**config.mk**
```make
export PLATFORM = sky130hd
export DESIGN_NAME = order_fill_level_walker
export DESIGN_NICKNAME = d
export VERILOG_FILES = /design/src/hdl/olw_pkg.sv /design/src/hdl/order_fill_level_walker.sv /design/src/hdl/olw_front.sv /design/src/hdl/olw_queue.sv /design/src/hdl/olw_back.sv
export SDC_FILE = /design/constraint.sdc
export NUM_CORES = 1
export LEC_CHECK = 0
export ABC_AREA = 1
export CORE_MARGIN = 2
export CORE_UTILIZATION = 60
export CTS_BUF_LIST = sky130_fd_sc_hd__clkbuf_2 sky130_fd_sc_hd__clkbuf_4 sky130_fd_sc_hd__clkbuf_8
export CTS_CLUSTER_SIZE = 24
export DETAILED_ROUTE_END_ITERATION = 6
export DONT_BUFFER_PORTS = 1
export GPL_ROUTABILITY_DRIVEN = 0
export HOLD_SLACK_MARGIN = 0.03
export PLACE_DENSITY = 0.76
export SYNTH_ARGS = -nofsm -noshare
export SYNTH_HDL_FRONTEND = slang
export SYNTH_SLANG_ARGS = --single-unit
```
**constraint.sdc**
```tcl
create_clock -name clk -period 10 [get_ports clk]
set_input_delay 2 -clock clk [delete_from_list [all_inputs] [get_ports clk]]
set_output_delay 2 -clock clk [all_outputs]
set_load 0.005 [all_outputs]
```
**src/hdl/olw_pkg.sv**
```systemverilog
// Shared types and constants for the order fill level walker.
// Used by the front, queue, back and top-level modules; depends on nothing.
package olw_pkg;

  localparam int PX_W  = 20;
  localparam int QTY_W = 16;
  localparam int OID_W = 32;
  localparam int SID_W = 16;
  localparam int MSG_W = 32;
  localparam int SLP_W = 8;

  localparam logic [PX_W-1:0] PX_MAX = {PX_W{1'b1}};

  localparam int MAX_FILLS_DEF = 63;

  // Queue between front and back.
  localparam int Q_DEPTH = 2;
  localparam int Q_PTR_W = 1;
  localparam int Q_CNT_W = 2;

  // Configuration register indexes.
  localparam int CFG_IDX_W = 1;
  localparam logic [CFG_IDX_W-1:0] CFG_MEDIAN = 1'b0;
  localparam logic [CFG_IDX_W-1:0] CFG_SLIP   = 1'b1;

  localparam logic OP_SNAP  = 1'b0;
  localparam logic OP_ORDER = 1'b1;

  localparam logic KIND_FILL = 1'b0;
  localparam logic KIND_REST = 1'b1;

  localparam logic SIDE_BUY  = 1'b0;
  localparam logic SIDE_SELL = 1'b1;

  typedef struct packed {
    logic             is_snap;
    logic [PX_W-1:0]  bid_px;
    logic [QTY_W-1:0] bid_qty;
    logic [PX_W-1:0]  ask_px;
    logic [QTY_W-1:0] ask_qty;
    logic             side;
    logic [QTY_W-1:0] qty;
    logic             is_limit;
    logic [PX_W-1:0]  limit_px;
    logic [OID_W-1:0] order_id;
    logic [SID_W-1:0] strat_id;
  } q_entry_t;

  // Front to queue, and queue to back.
  typedef struct packed {
    logic     valid;
    q_entry_t entry;
  } q_xfer_t;

endpackage

```
**src/hdl/order_fill_level_walker.sv**
```systemverilog
// Top level of the order fill level walker: configuration registers and
// the front, queue and back instances. Depends on olw_pkg and its submodules.
//
//   channel  direction  handshake               payload
//   in       input      in_valid / in_stall     op, snapshot fields, order fields
//   out      output     out_valid / out_stall   kind, ids, side, qty, px, msg id, last
//   cfg      input      cfg_valid / cfg_ready   cfg_index, cfg_wdata
//
// An item is held in the front register and then written into the queue before the
// back takes it. The back loads a snapshot as it picks it up; an order is walked step
// by step: a step per fill, per empty level met before a fill, and for a rest record.
// The back walks a single order at a time through its fill loop.
// Reset is synchronous and clears control state and the book state.
// An output stall holds back new records; the front keeps taking items until the queue and its register fill.
module order_fill_level_walker import olw_pkg::*; #(
  parameter int MAX_FILLS = MAX_FILLS_DEF
) (
  input  logic                 clk,
  input  logic                 rst_n,
  input  logic                 in_valid,
  output logic                 in_stall,
  input  logic                 in_op,
  input  logic [PX_W-1:0]      in_best_bid_px,
  input  logic [QTY_W-1:0]     in_best_bid_qty,
  input  logic [PX_W-1:0]      in_best_ask_px,
  input  logic [QTY_W-1:0]     in_best_ask_qty,
  input  logic                 in_order_side,
  input  logic [QTY_W-1:0]     in_order_qty,
  input  logic                 in_order_is_limit,
  input  logic [PX_W-1:0]      in_limit_px,
  input  logic [OID_W-1:0]     in_order_id,
  input  logic [SID_W-1:0]     in_strat_id,
  output logic                 out_valid,
  input  logic                 out_stall,
  output logic                 out_kind,
  output logic [OID_W-1:0]     out_order_id,
  output logic [SID_W-1:0]     out_strat_id,
  output logic                 out_side,
  output logic [QTY_W-1:0]     out_qty,
  output logic [PX_W-1:0]      out_px,
  output logic [MSG_W-1:0]     out_message_id,
  output logic                 out_last,
  input  logic                 cfg_valid,
  output logic                 cfg_ready,
  input  logic [CFG_IDX_W-1:0] cfg_index,
  input  logic [QTY_W-1:0]     cfg_wdata
);

  logic [QTY_W-1:0] median_r;
  logic [SLP_W-1:0] slip_r;
  logic [QTY_W-1:0] median_eff;
  q_xfer_t          push, head;
  logic             q_full, pop;

  assign cfg_ready = 1'b1;

  always_ff @(posedge clk) begin
    if (!rst_n) begin
      median_r <= QTY_W'(1);
      slip_r   <= '0;
    end else if (cfg_valid && cfg_ready) begin
      case (cfg_index)
        CFG_MEDIAN: median_r <= cfg_wdata;
        CFG_SLIP:   slip_r   <= cfg_wdata[SLP_W-1:0];
        default:    median_r <= median_r;
      endcase
    end
  end

  // A median of zero would never let a level drain; it counts as one.
  assign median_eff = (median_r == '0) ? QTY_W'(1) : median_r;

  olw_front u_front (
    .clk               (clk),
    .rst_n             (rst_n),
    .in_valid          (in_valid),
    .in_stall          (in_stall),
    .in_op             (in_op),
    .in_best_bid_px    (in_best_bid_px),
    .in_best_bid_qty   (in_best_bid_qty),
    .in_best_ask_px    (in_best_ask_px),
    .in_best_ask_qty   (in_best_ask_qty),
    .in_order_side     (in_order_side),
    .in_order_qty      (in_order_qty),
    .in_order_is_limit (in_order_is_limit),
    .in_limit_px       (in_limit_px),
    .in_order_id       (in_order_id),
    .in_strat_id       (in_strat_id),
    .push              (push),
    .q_full            (q_full)
  );

  olw_queue u_queue (
    .clk   (clk),
    .rst_n (rst_n),
    .push  (push),
    .full  (q_full),
    .head  (head),
    .pop   (pop)
  );

  olw_back #(
    .MAX_FILLS (MAX_FILLS)
  ) u_back (
    .clk            (clk),
    .rst_n          (rst_n),
    .head           (head),
    .pop            (pop),
    .median         (median_eff),
    .slippage       (slip_r),
    .out_valid      (out_valid),
    .out_stall      (out_stall),
    .out_kind       (out_kind),
    .out_order_id   (out_order_id),
    .out_strat_id   (out_strat_id),
    .out_side       (out_side),
    .out_qty        (out_qty),
    .out_px         (out_px),
    .out_message_id (out_message_id),
    .out_last       (out_last)
  );

endmodule

```
**src/hdl/olw_front.sv**
```systemverilog
// Input stage: accepts items, drops orders of zero quantity, and holds
// one classified item until the queue takes it. Depends on olw_pkg.
module olw_front import olw_pkg::*; (
  input  logic             clk,
  input  logic             rst_n,
  input  logic             in_valid,
  output logic             in_stall,
  input  logic             in_op,
  input  logic [PX_W-1:0]  in_best_bid_px,
  input  logic [QTY_W-1:0] in_best_bid_qty,
  input  logic [PX_W-1:0]  in_best_ask_px,
  input  logic [QTY_W-1:0] in_best_ask_qty,
  input  logic             in_order_side,
  input  logic [QTY_W-1:0] in_order_qty,
  input  logic             in_order_is_limit,
  input  logic [PX_W-1:0]  in_limit_px,
  input  logic [OID_W-1:0] in_order_id,
  input  logic [SID_W-1:0] in_strat_id,
  output q_xfer_t          push,
  input  logic             q_full
);

  logic     valid_r, valid_nxt;
  q_entry_t entry_r;
  logic     accept;
  logic     keep;

  assign in_stall = valid_r && q_full;
  assign accept   = in_valid && !in_stall;
  // An order with nothing to fill produces no result and touches no state.
  assign keep     = (in_op == OP_SNAP) || (in_order_qty != '0);

  always_comb begin
    valid_nxt = valid_r;
    if (valid_r && !q_full) begin
      valid_nxt = 1'b0;
    end
    if (accept && keep) begin
      valid_nxt = 1'b1;
    end
  end

  always_ff @(posedge clk) begin
    if (!rst_n) begin
      valid_r <= 1'b0;
    end else begin
      valid_r <= valid_nxt;
    end
  end

  always_ff @(posedge clk) begin
    if (accept && keep) begin
      entry_r.is_snap  <= (in_op == OP_SNAP);
      entry_r.bid_px   <= in_best_bid_px;
      entry_r.bid_qty  <= in_best_bid_qty;
      entry_r.ask_px   <= in_best_ask_px;
      entry_r.ask_qty  <= in_best_ask_qty;
      entry_r.side     <= in_order_side;
      entry_r.qty      <= in_order_qty;
      entry_r.is_limit <= in_order_is_limit;
      entry_r.limit_px <= in_limit_px;
      entry_r.order_id <= in_order_id;
      entry_r.strat_id <= in_strat_id;
    end
  end

  assign push.valid = valid_r;
  assign push.entry = entry_r;

endmodule

```
**src/hdl/olw_queue.sv**
```systemverilog
// Short FIFO between the front and the back of the walker.
// Depends on olw_pkg.
module olw_queue import olw_pkg::*; (
  input  logic    clk,
  input  logic    rst_n,
  input  q_xfer_t push,
  output logic    full,
  output q_xfer_t head,
  input  logic    pop
);

  q_entry_t             mem_r [Q_DEPTH];
  logic [Q_PTR_W-1:0]   wr_ptr_r, rd_ptr_r;
  logic [Q_CNT_W-1:0]   cnt_r, cnt_nxt;
  logic                 do_push, do_pop;

  assign full    = (cnt_r == Q_CNT_W'(Q_DEPTH));
  assign do_push = push.valid && !full;
  assign do_pop  = pop && (cnt_r != '0);

  always_comb begin
    cnt_nxt = cnt_r;
    if (do_push && !do_pop) begin
      cnt_nxt = cnt_r + 1'b1;
    end else if (do_pop && !do_push) begin
      cnt_nxt = cnt_r - 1'b1;
    end
  end

  always_ff @(posedge clk) begin
    if (!rst_n) begin
      wr_ptr_r <= '0;
      rd_ptr_r <= '0;
      cnt_r    <= '0;
    end else begin
      cnt_r <= cnt_nxt;
      if (do_push) begin
        wr_ptr_r <= wr_ptr_r + 1'b1;
      end
      if (do_pop) begin
        rd_ptr_r <= rd_ptr_r + 1'b1;
      end
    end
  end

  always_ff @(posedge clk) begin
    if (do_push) begin
      mem_r[wr_ptr_r] <= push.entry;
    end
  end

  assign head.valid = (cnt_r != '0);
  assign head.entry = mem_r[rd_ptr_r];

endmodule

```
**src/hdl/olw_back.sv**
```systemverilog
// Execution side: holds the book snapshot and depth levels, walks one order a fill
// per cycle unless the output stalls, drives the result register. Depends on olw_pkg.
module olw_back import olw_pkg::*; #(
  parameter int MAX_FILLS = MAX_FILLS_DEF
) (
  input  logic             clk,
  input  logic             rst_n,
  input  q_xfer_t          head,
  output logic             pop,
  input  logic [QTY_W-1:0] median,
  input  logic [SLP_W-1:0] slippage,
  output logic             out_valid,
  input  logic             out_stall,
  output logic             out_kind,
  output logic [OID_W-1:0] out_order_id,
  output logic [SID_W-1:0] out_strat_id,
  output logic             out_side,
  output logic [QTY_W-1:0] out_qty,
  output logic [PX_W-1:0]  out_px,
  output logic [MSG_W-1:0] out_message_id,
  output logic             out_last
);

  localparam int FILL_W = $clog2(MAX_FILLS + 1);
  localparam logic ST_IDLE = 1'b0;
  localparam logic ST_WALK = 1'b1;

  logic state_r, state_nxt;

  logic [PX_W-1:0]  snap_bid_r, snap_ask_r;
  logic [PX_W-1:0]  bid_level_r, ask_level_r, bid_level_nxt, ask_level_nxt;
  logic [QTY_W-1:0] bid_left_r, ask_left_r, bid_left_nxt, ask_left_nxt;
  logic [MSG_W-1:0] msg_cnt_r, msg_cnt_nxt;

  logic             side_r, lim_r;
  logic [PX_W-1:0]  limit_r;
  logic [QTY_W-1:0] rem_r, rem_nxt;
  logic [OID_W-1:0] oid_r;
  logic [SID_W-1:0] sid_r;
  logic [FILL_W-1:0] fills_r, fills_nxt;

  logic             ov_r, ov_nxt;
  logic             emit;
  logic             e_kind, e_last;
  logic [QTY_W-1:0] e_qty;
  logic [PX_W-1:0]  e_px;
  logic [MSG_W-1:0] e_msg;

  logic             out_free;
  logic [PX_W-1:0]  level, level_inc;
  logic [QTY_W-1:0] left, exec, left_after, rem_after;
  logic signed [PX_W+1:0] lp, lim_s;
  logic signed [PX_W+2:0] fp;
  logic [PX_W-1:0]  fp_clamped;
  logic             brk;

  assign out_free = !ov_r || !out_stall;

  assign level     = side_r ? bid_level_r : ask_level_r;
  assign left      = side_r ? bid_left_r : ask_left_r;
  assign level_inc = (level != PX_MAX) ? level + 1'b1 : level;

  // Level price without slippage; a sell can go below zero.
  assign lp = side_r ? $signed({2'b00, snap_bid_r}) - $signed({2'b00, level})
                     : $signed({2'b00, snap_ask_r}) + $signed({2'b00, level});
  assign lim_s = $signed({2'b00, limit_r});
  assign brk   = lim_r && (side_r ? (lim_s > lp) : (lim_s < lp));

  assign fp = side_r ? {lp[PX_W+1], lp} - $signed({{(PX_W-SLP_W+3){1'b0}}, slippage})
                     : {lp[PX_W+1], lp} + $signed({{(PX_W-SLP_W+3){1'b0}}, slippage});

  always_comb begin
    if (fp[PX_W+2]) begin
      fp_clamped = '0;
    end else if (fp > $signed({3'b000, PX_MAX})) begin
      fp_clamped = PX_MAX;
    end else begin
      fp_clamped = fp[PX_W-1:0];
    end
  end

  assign exec       = (rem_r < left) ? rem_r : left;
  assign left_after = left - exec;
  assign rem_after  = rem_r - exec;

  always_comb begin
    state_nxt     = state_r;
    pop           = 1'b0;
    bid_level_nxt = bid_level_r;
    ask_level_nxt = ask_level_r;
    bid_left_nxt  = bid_left_r;
    ask_left_nxt  = ask_left_r;
    msg_cnt_nxt   = msg_cnt_r;
    rem_nxt       = rem_r;
    fills_nxt     = fills_r;
    emit          = 1'b0;
    e_kind        = KIND_FILL;
    e_last        = 1'b0;
    e_qty         = rem_r;
    e_px          = '0;
    e_msg         = '0;

    case (state_r)
      ST_IDLE: begin
        if (head.valid) begin
          pop = 1'b1;
          if (head.entry.is_snap) begin
            bid_level_nxt = '0;
            ask_level_nxt = '0;
            bid_left_nxt  = head.entry.bid_qty;
            ask_left_nxt  = head.entry.ask_qty;
          end else begin
            rem_nxt   = head.entry.qty;
            fills_nxt = '0;
            state_nxt = ST_WALK;
          end
        end
      end
      ST_WALK: begin
        if (fills_r == FILL_W'(MAX_FILLS)) begin
          // Fill cap reached with quantity left over.
          if (out_free) begin
            emit      = 1'b1;
            e_kind    = KIND_REST;
            e_last    = 1'b1;
            e_px      = lim_r ? limit_r : '0;
            state_nxt = ST_IDLE;
          end
        end else if (left == '0) begin
          // Empty top level: step deeper without a record.
          if (side_r) begin
            bid_left_nxt  = median;
            bid_level_nxt = level_inc;
          end else begin
            ask_left_nxt  = median;
            ask_level_nxt = level_inc;
          end
        end else if (brk) begin
          if (out_free) begin
            emit      = 1'b1;
            e_kind    = KIND_REST;
            e_last    = 1'b1;
            e_px      = limit_r;
            state_nxt = ST_IDLE;
          end
        end else if (out_free) begin
          emit        = 1'b1;
          e_kind      = KIND_FILL;
          e_qty       = exec;
          e_px        = fp_clamped;
          e_msg       = msg_cnt_r;
          e_last      = (rem_after == '0);
          msg_cnt_nxt = msg_cnt_r + 1'b1;
          rem_nxt     = rem_after;
          fills_nxt   = fills_r + 1'b1;
          if (side_r) begin
            bid_left_nxt = (left_after == '0) ? median : left_after;
            if (left_after == '0) begin
              bid_level_nxt = level_inc;
            end
          end else begin
            ask_left_nxt = (left_after == '0) ? median : left_after;
            if (left_after == '0) begin
              ask_level_nxt = level_inc;
            end
          end
          if (rem_after == '0) begin
            state_nxt = ST_IDLE;
          end
        end
      end
      default: begin
        state_nxt = ST_IDLE;
      end
    endcase
  end

  always_comb begin
    ov_nxt = ov_r;
    if (out_free) begin
      ov_nxt = emit;
    end
  end

  always_ff @(posedge clk) begin
    if (!rst_n) begin
      state_r     <= ST_IDLE;
      ov_r        <= 1'b0;
      snap_bid_r  <= '0;
      snap_ask_r  <= '0;
      bid_level_r <= '0;
      ask_level_r <= '0;
      bid_left_r  <= '0;
      ask_left_r  <= '0;
      msg_cnt_r   <= '0;
      rem_r       <= '0;
      fills_r     <= '0;
    end else begin
      state_r     <= state_nxt;
      ov_r        <= ov_nxt;
      bid_level_r <= bid_level_nxt;
      ask_level_r <= ask_level_nxt;
      bid_left_r  <= bid_left_nxt;
      ask_left_r  <= ask_left_nxt;
      msg_cnt_r   <= msg_cnt_nxt;
      rem_r       <= rem_nxt;
      fills_r     <= fills_nxt;
      if (pop && head.entry.is_snap) begin
        snap_bid_r <= head.entry.bid_px;
        snap_ask_r <= head.entry.ask_px;
      end
    end
  end

  always_ff @(posedge clk) begin
    if (pop && !head.entry.is_snap) begin
      side_r  <= head.entry.side;
      lim_r   <= head.entry.is_limit;
      limit_r <= head.entry.limit_px;
      oid_r   <= head.entry.order_id;
      sid_r   <= head.entry.strat_id;
    end
    if (emit) begin
      out_kind       <= e_kind;
      out_order_id   <= oid_r;
      out_strat_id   <= sid_r;
      out_side       <= side_r;
      out_qty        <= e_qty;
      out_px         <= e_px;
      out_message_id <= e_msg;
      out_last       <= e_last;
    end
  end

  assign out_valid = ov_r;

endmodule
```
==> impl_metrics.tcl, run 1 <==
set metrics [dict create \
    cts_setup_buffers 0 \
    rsz0062_at_grt "no" \
    m1WireLength_um 37100 \
    ctsRootBufferMaster "clkbuf_8" \
    synth_ff_type "edfxtp_1" \
    startpoint "u_back.side_r$_DFFE_PP_" \
    drive_above_1_share_pct 9.20 \
    post_cts_resized 0 \
    finalSetupTns_ns 0 \
    ant_nets 0 \
    r2r-end "u_back.bid_level_r[10]$_SDFFE_PN0P_" \
    relSlewSlack_pct 24.3 \
    drv_slew 0 \
    synth_top_area_cell "edfxtp_1" \
    synthSimpleGateAreaFrac_pct 18.4 \
    cts_tree "built" \
    final_cell_mix "nand2_1 (980), edfxtp_1 (666), nor2_1 (381), inv_1 (312), a21oi_1 (228)" \
    synth_edf_count 666 \
    wire_per_inst_um 18.0 \
    initial_core_util_pct 60.7 \
    min-delay-path-class "reg2reg" \
    r2r_setup_slack_ns 3.00 \
    holdWs_ns 0.412 \
    finalClockSkew_ns 0.0455 \
    max-cap-violations 0 \
    clock_latency_ns 0.80 \
    yosysWarnings 0 \
    syn_area_mm2 0.0391 \
    antenna_found_initial 27 \
    syn_to_final_growth_pct 8.71 \
    syn-mean-instance-area_um2 10.1 \
    cp-start-kind "flop" \
    grt_start_max_net_pins 147 \
    coreArea_mm2 0.0645 \
    cts_buffers 138 \
    seq_area_frac_synth_pct 61.3 \
    io_buffers 0 \
    grt.total_usage_pct 26.0 \
    synth_top_family_by_area "simple AND/OR/NAND/NOR gates" \
    fillCellCount 5138 \
    synthTopCellsByArea "edfxtp_1 (51%), dfxtp_1 (10%), nand2_1 (9.4%)" \
    cp.required_ns 10.66 \
    highest_layer "met5" \
    setup_viol 0 \
    yosys_register_bits 864 \
    clock_path_buffers 3 \
    muxShareOfSynthArea_pct 0.102 \
    reg2regPathDepth 39 \
    drt-initial-drc-count 2489 \
    layout_commonest_cell "nand2_1" \
    cp-end-kind "flop" \
    die_w_um 259 \
    synth_top_area_share_pct 51.1 \
    rows 93 \
    cpPeakStageDelay_ns 0.58 \
    crit_top_cell "nand2_1" \
    grt_pass1_vias 25200 \
    grt_first_pass_wirelength_um 136000 \
    finalHoldViolCount 0 \
    crit_arrival_ns 7.66 \
    die_h_um 259 \
    ctsHoldBuffers 0 \
    drt_first_pass_iters 6 \
    crit_end "u_back.bid_level_r[10]$_SDFFE_PN0P_" \
    period_minus_slack_ns 7.00 \
    period_share_pct 70.0 \
    drc 0 \
    r2r_start "u_back.side_r$_DFFE_PP_" \
    status "complete, no violations" \
    overflow 0 \
    via_count 27000 \
    slowest_stage "buf_4" \
    dieArea_mm2 0.0672 \
    clock-sinks 864 \
    synthAdderAreaFrac_pct 4.38 \
    htreeDepth 4 \
    synthesis.nets 4203 \
    path_clk_slew_ns 0.06 \
    hpwl_um 59500 \
    synthArstFlopShare_pct 0 \
    synth-xor-area-share_pct 2.15 \
    synth_compound_area_share_pct 8.52 \
    wl_met2_um 40400 \
    critPathMaxFanout 62 \
    worstMarginPinSlew_ns 1.14 \
    wl_um 87900 \
    synth.distinct_cells 65 \
    layout.nets 4215 \
    io_pins 303 \
    wl_met3_um 8030 \
    timing.fmax_mhz 143 \
    synth_cells 3888 \
    crit_type "reg2reg" \
    viasPerCell 5.54 \
]
==> synthesized netlist by cell type (all sizes together), types with 65 or more instances <==
master,instances
nand2,998
edfxtp,666
nor2,396
inv,331
o21ai,249
a21oi,248
dfxtp,198
nand3,173
ha,129
clkbuf,83
xor2,68
buf,65
==> critical path: cells and delay by family (launching register included) <==
family / cells / cell delay (ns)
simple gates: 25 / 2.62
buf+inv: 6 / 1.85
compound gates: 5 / 1.15
fa+ha+maj: 2 / 0.68
flops: 1 / 0.34
xor+xnor: 1 / 0.16
==> final cells by class <==
class	count	area, µm²	share of cell area, %
Antenna cell	10	25.0	0.0588
Clock inverter	63	552	1.30
Sequential cell	864	24000	56.4
Inverter	333	1260	2.97
Tap cell	855	1070	2.52
Timing Repair Buffer	20	175	0.412
Multi-Input combinational cell	2543	13200	30.9
Clock buffer	189	2310	5.44
==> worst min path at each step <==
stage	depth (start not counted)	end	start
final	0	u_back.out_order_id[0]$_DFFE_PP_	u_back.oid_r[0]$_DFFE_PP_
after global routing	0	u_back.out_order_id[4]$_DFFE_PP_	u_back.oid_r[4]$_DFFE_PP_
after CTS	0	u_back.out_order_id[5]$_DFFE_PP_	u_back.oid_r[5]$_DFFE_PP_
after detailed placement	0	u_back.out_order_id[13]$_DFFE_PP_	u_back.oid_r[13]$_DFFE_PP_
after global placement	0	u_back.out_order_id[7]$_DFFE_PP_	u_back.oid_r[7]$_DFFE_PP_
after floorplan	0	u_back.out_order_id[0]$_DFFE_PP_	u_back.oid_r[0]$_DFFE_PP_
==> registers in the layout (all words and copies together), names as in the netlist, 16 cells and up, named ones only <==
signal and flops:
u_queue.mem_r 318, u_front.push 159, u_back.msg_cnt_r 32, u_back.oid_r 32
u_back.out_message_id 32, u_back.out_order_id 32, u_back.ask_level_r 20, u_back.bid_level_r 20
u_back.limit_r 20, u_back.out_px 20, u_back.snap_ask_r 20, u_back.snap_bid_r 20
median_r 16, u_back.ask_left_r 16, u_back.bid_left_r 16, u_back.out_qty 16
u_back.out_strat_id 16, u_back.rem_r 16, u_back.sid_r 16
==> stage by stage <==
step           cells  instance area, µm²  util (%)  setup WS [ns]
3_5_place_dp    4615               39600      61.5           3.23
3_3_place_gp    4615               39600      61.5           3.41
6_report        4877               42500      66.0           3.00
4_1_cts         4867               42500      65.9           3.15
5_1_grt         4872               42500      65.9           2.22
2_1_floorplan   3888               39100         -           2.04
==> metal layers <==
layer	track usage [%]	vias up
met2	40.8	935
met4	8.06	32
li1	-	13300
met1	34.6	12600
met5	0	-
met3	8.20	190
==> kinds of logic after synthesis <==
family / count (synthesis)
AND/OR/NAND/NOR: 1712
flip-flops: 864
AO/OA/AOI/OAI: 596
buffers and inverters: 481
adder cells (fa/ha/maj): 134
XOR/XNOR: 96
multiplexers: 4
other: 1
Power of run 1 is not shown: default switching activity piles up to over one toggle a cycle in this logic, so the estimate is an artifact.
==> inputs of run 2 (changes only) <==
Settings changed: PLACE_DENSITY 0.76 to 0.79.
Clock period 10 ns to 6.1 ns, I/O delays scaled along.
==> impl_metrics.tcl, run 2 (same netlist as run 1, synthesis figures left out) <==
set metrics [dict create \
    status "finished, violations left" \
    violations "design-rule violations" \
    largest_register_ff_count 318 \
    die_h_um 259 \
    path_clk_slew_ns 0.06 \
    layout.nets 4238 \
    hpwl_um 61500 \
    clock-sinks 864 \
    crit_type "reg2reg" \
    overflow 0 \
    setup_viol 0 \
    timing.fmax_mhz 178 \
    wl_um 89300 \
    clock_latency_ns 0.78 \
    finalClockSkew_ns 0.0290 \
    critPathMaxFanout 32 \
    viasPerCell 5.58 \
    dieArea_mm2 0.0672 \
    top_register "u_queue.mem_r" \
    final_cell_mix "nand2_1 (980), edfxtp_1 (666), nor2_1 (381), inv_1 (312), a21oi_1 (228)" \
    antenna_found_initial 37 \
    period_share_pct 92.3 \
    grt_first_pass_wirelength_um 139000 \
    die_w_um 259 \
    period_minus_slack_ns 5.63 \
    finalHoldViolCount 0 \
    crit_arrival_ns 6.28 \
    fillCellCount 4931 \
    wire_per_inst_um 18.2 \
    layout_commonest_cell "nand2_1" \
    syn_to_final_growth_pct 9.26 \
    coreArea_mm2 0.0645 \
    ant_nets 0 \
    relSlewSlack_pct 24.5 \
    worstMarginPinSlew_ns 1.13 \
    htreeDepth 4 \
    cts_tree "built" \
    grt_start_max_net_pins 159 \
    max-cap-violations 0 \
    grt.total_usage_pct 26.5 \
    drc 1 \
    drv_slew 0 \
    finalSetupTns_ns 0 \
    cpPeakStageDelay_ns 0.50 \
    cp-start-kind "flop" \
    clock_path_buffers 3 \
    via_count 27400 \
    cts_setup_buffers 0 \
    cp.required_ns 6.75 \
    ctsRootBufferMaster "clkbuf_8" \
    drt_first_pass_iters 7 \
    rows 93 \
    rsz0062_at_grt "no" \
    drt-initial-drc-count 2627 \
    drive_above_1_share_pct 9.61 \
    min-delay-path-class "reg2reg" \
    initial_core_util_pct 60.7 \
    cts_buffers 135 \
    io_buffers 0 \
    io_pins 303 \
    slowest_stage "edfxtp_1" \
    cp-end-kind "flop" \
    grt_pass1_vias 25700 \
    crit_top_cell "nand2_1" \
]
-- run 2: cell count changes in the layout (fill, tap and decap cells not counted), moves of 3 or more --
cell,change
buf_4,+20
diode_2,+12
clkbuf_4,-10
buf_12,+6
clkbuf_8,+6
clkinv_2,-3
inv_12,-3
inv_8,+3
-- run 2: layout make-up --
class / count / area, µm² / share of cell area (%)
Sequential cell: 864 / 24000 / 56.1
Multi-Input combinational cell: 2543 / 13200 / 30.8
Clock buffer: 185 / 2320 / 5.43
Inverter: 333 / 1260 / 2.96
Tap cell: 855 / 1070 / 2.50
Clock inverter: 57 / 452 / 1.06
Timing Repair Buffer: 46 / 445 / 1.04
Antenna cell: 22 / 55.1 / 0.129
-- run 2: metrics by stage --
stage / hold WS [ns] / cells / setup slack [ns] / utilization [%] / area (µm²)
CTS: 0.414 / 4883 / 0.467 / 66.2 / 42700
global route: 0.425 / 4897 / 0.00544 / 66.3 / 42700
floorplan: 0.400 / 3888 / 0.828 / - / 39100
global placement: 0.401 / 4641 / 0.591 / 61.9 / 39900
finish: 0.416 / 4905 / 0.468 / 66.3 / 42700
detailed placement: 0.405 / 4641 / 0.501 / 61.9 / 39900
-- run 2: final timing paths --
path                              start                                   to  slack, ns  cells past startpoint
max             u_back.side_r$_DFFE_PP_  u_back.bid_level_r[13]$_SDFFE_PN0P_       0.47                     27
min          u_back.sid_r[11]$_DFFE_PP_    u_back.out_strat_id[11]$_DFFE_PP_       0.42                      0
max reg2reg     u_back.side_r$_DFFE_PP_  u_back.bid_level_r[13]$_SDFFE_PN0P_       0.47                     27
min reg2reg  u_back.sid_r[11]$_DFFE_PP_    u_back.out_strat_id[11]$_DFFE_PP_       0.42                      0
-- run 2: critical path: cells and delay by family, from the launching register on --
| kind | cells | cell delay (ns) |
|---|---|---|
| and+or+nand+nor | 13 | 1.67 |
| AOI/OAI and AO/OA | 5 | 1.17 |
| adders and majority gates | 3 | 0.99 |
| buffers and inverters | 5 | 0.90 |
| DFF | 1 | 0.50 |
| xor gates and xnor gates | 1 | 0.24 |
-- run 2: repair_timing --
action | in CTS | in global routing
endpoints found under the setup margin | 0 | 49
resized for setup | 0 | 4
hold buffers | 0 | 0
-- run 2: layer usage --
| layer | wire length (µm) | vias up | global-route usage, % | share of wire (%) |
|---|---|---|---|---|
| met5 | 178 | - | 0 | 0.20 |
| met4 | 2860 | 26 | 10.8 | 3.2 |
| met3 | 8320 | 191 | 7.90 | 9.3 |
| met2 | 41100 | 1055 | 41.7 | 46 |
| met1 | 36800 | 12800 | 34.6 | 41 |
| li1 | - | 13300 | - | - |
Power of run 2 is left out for the same reason.
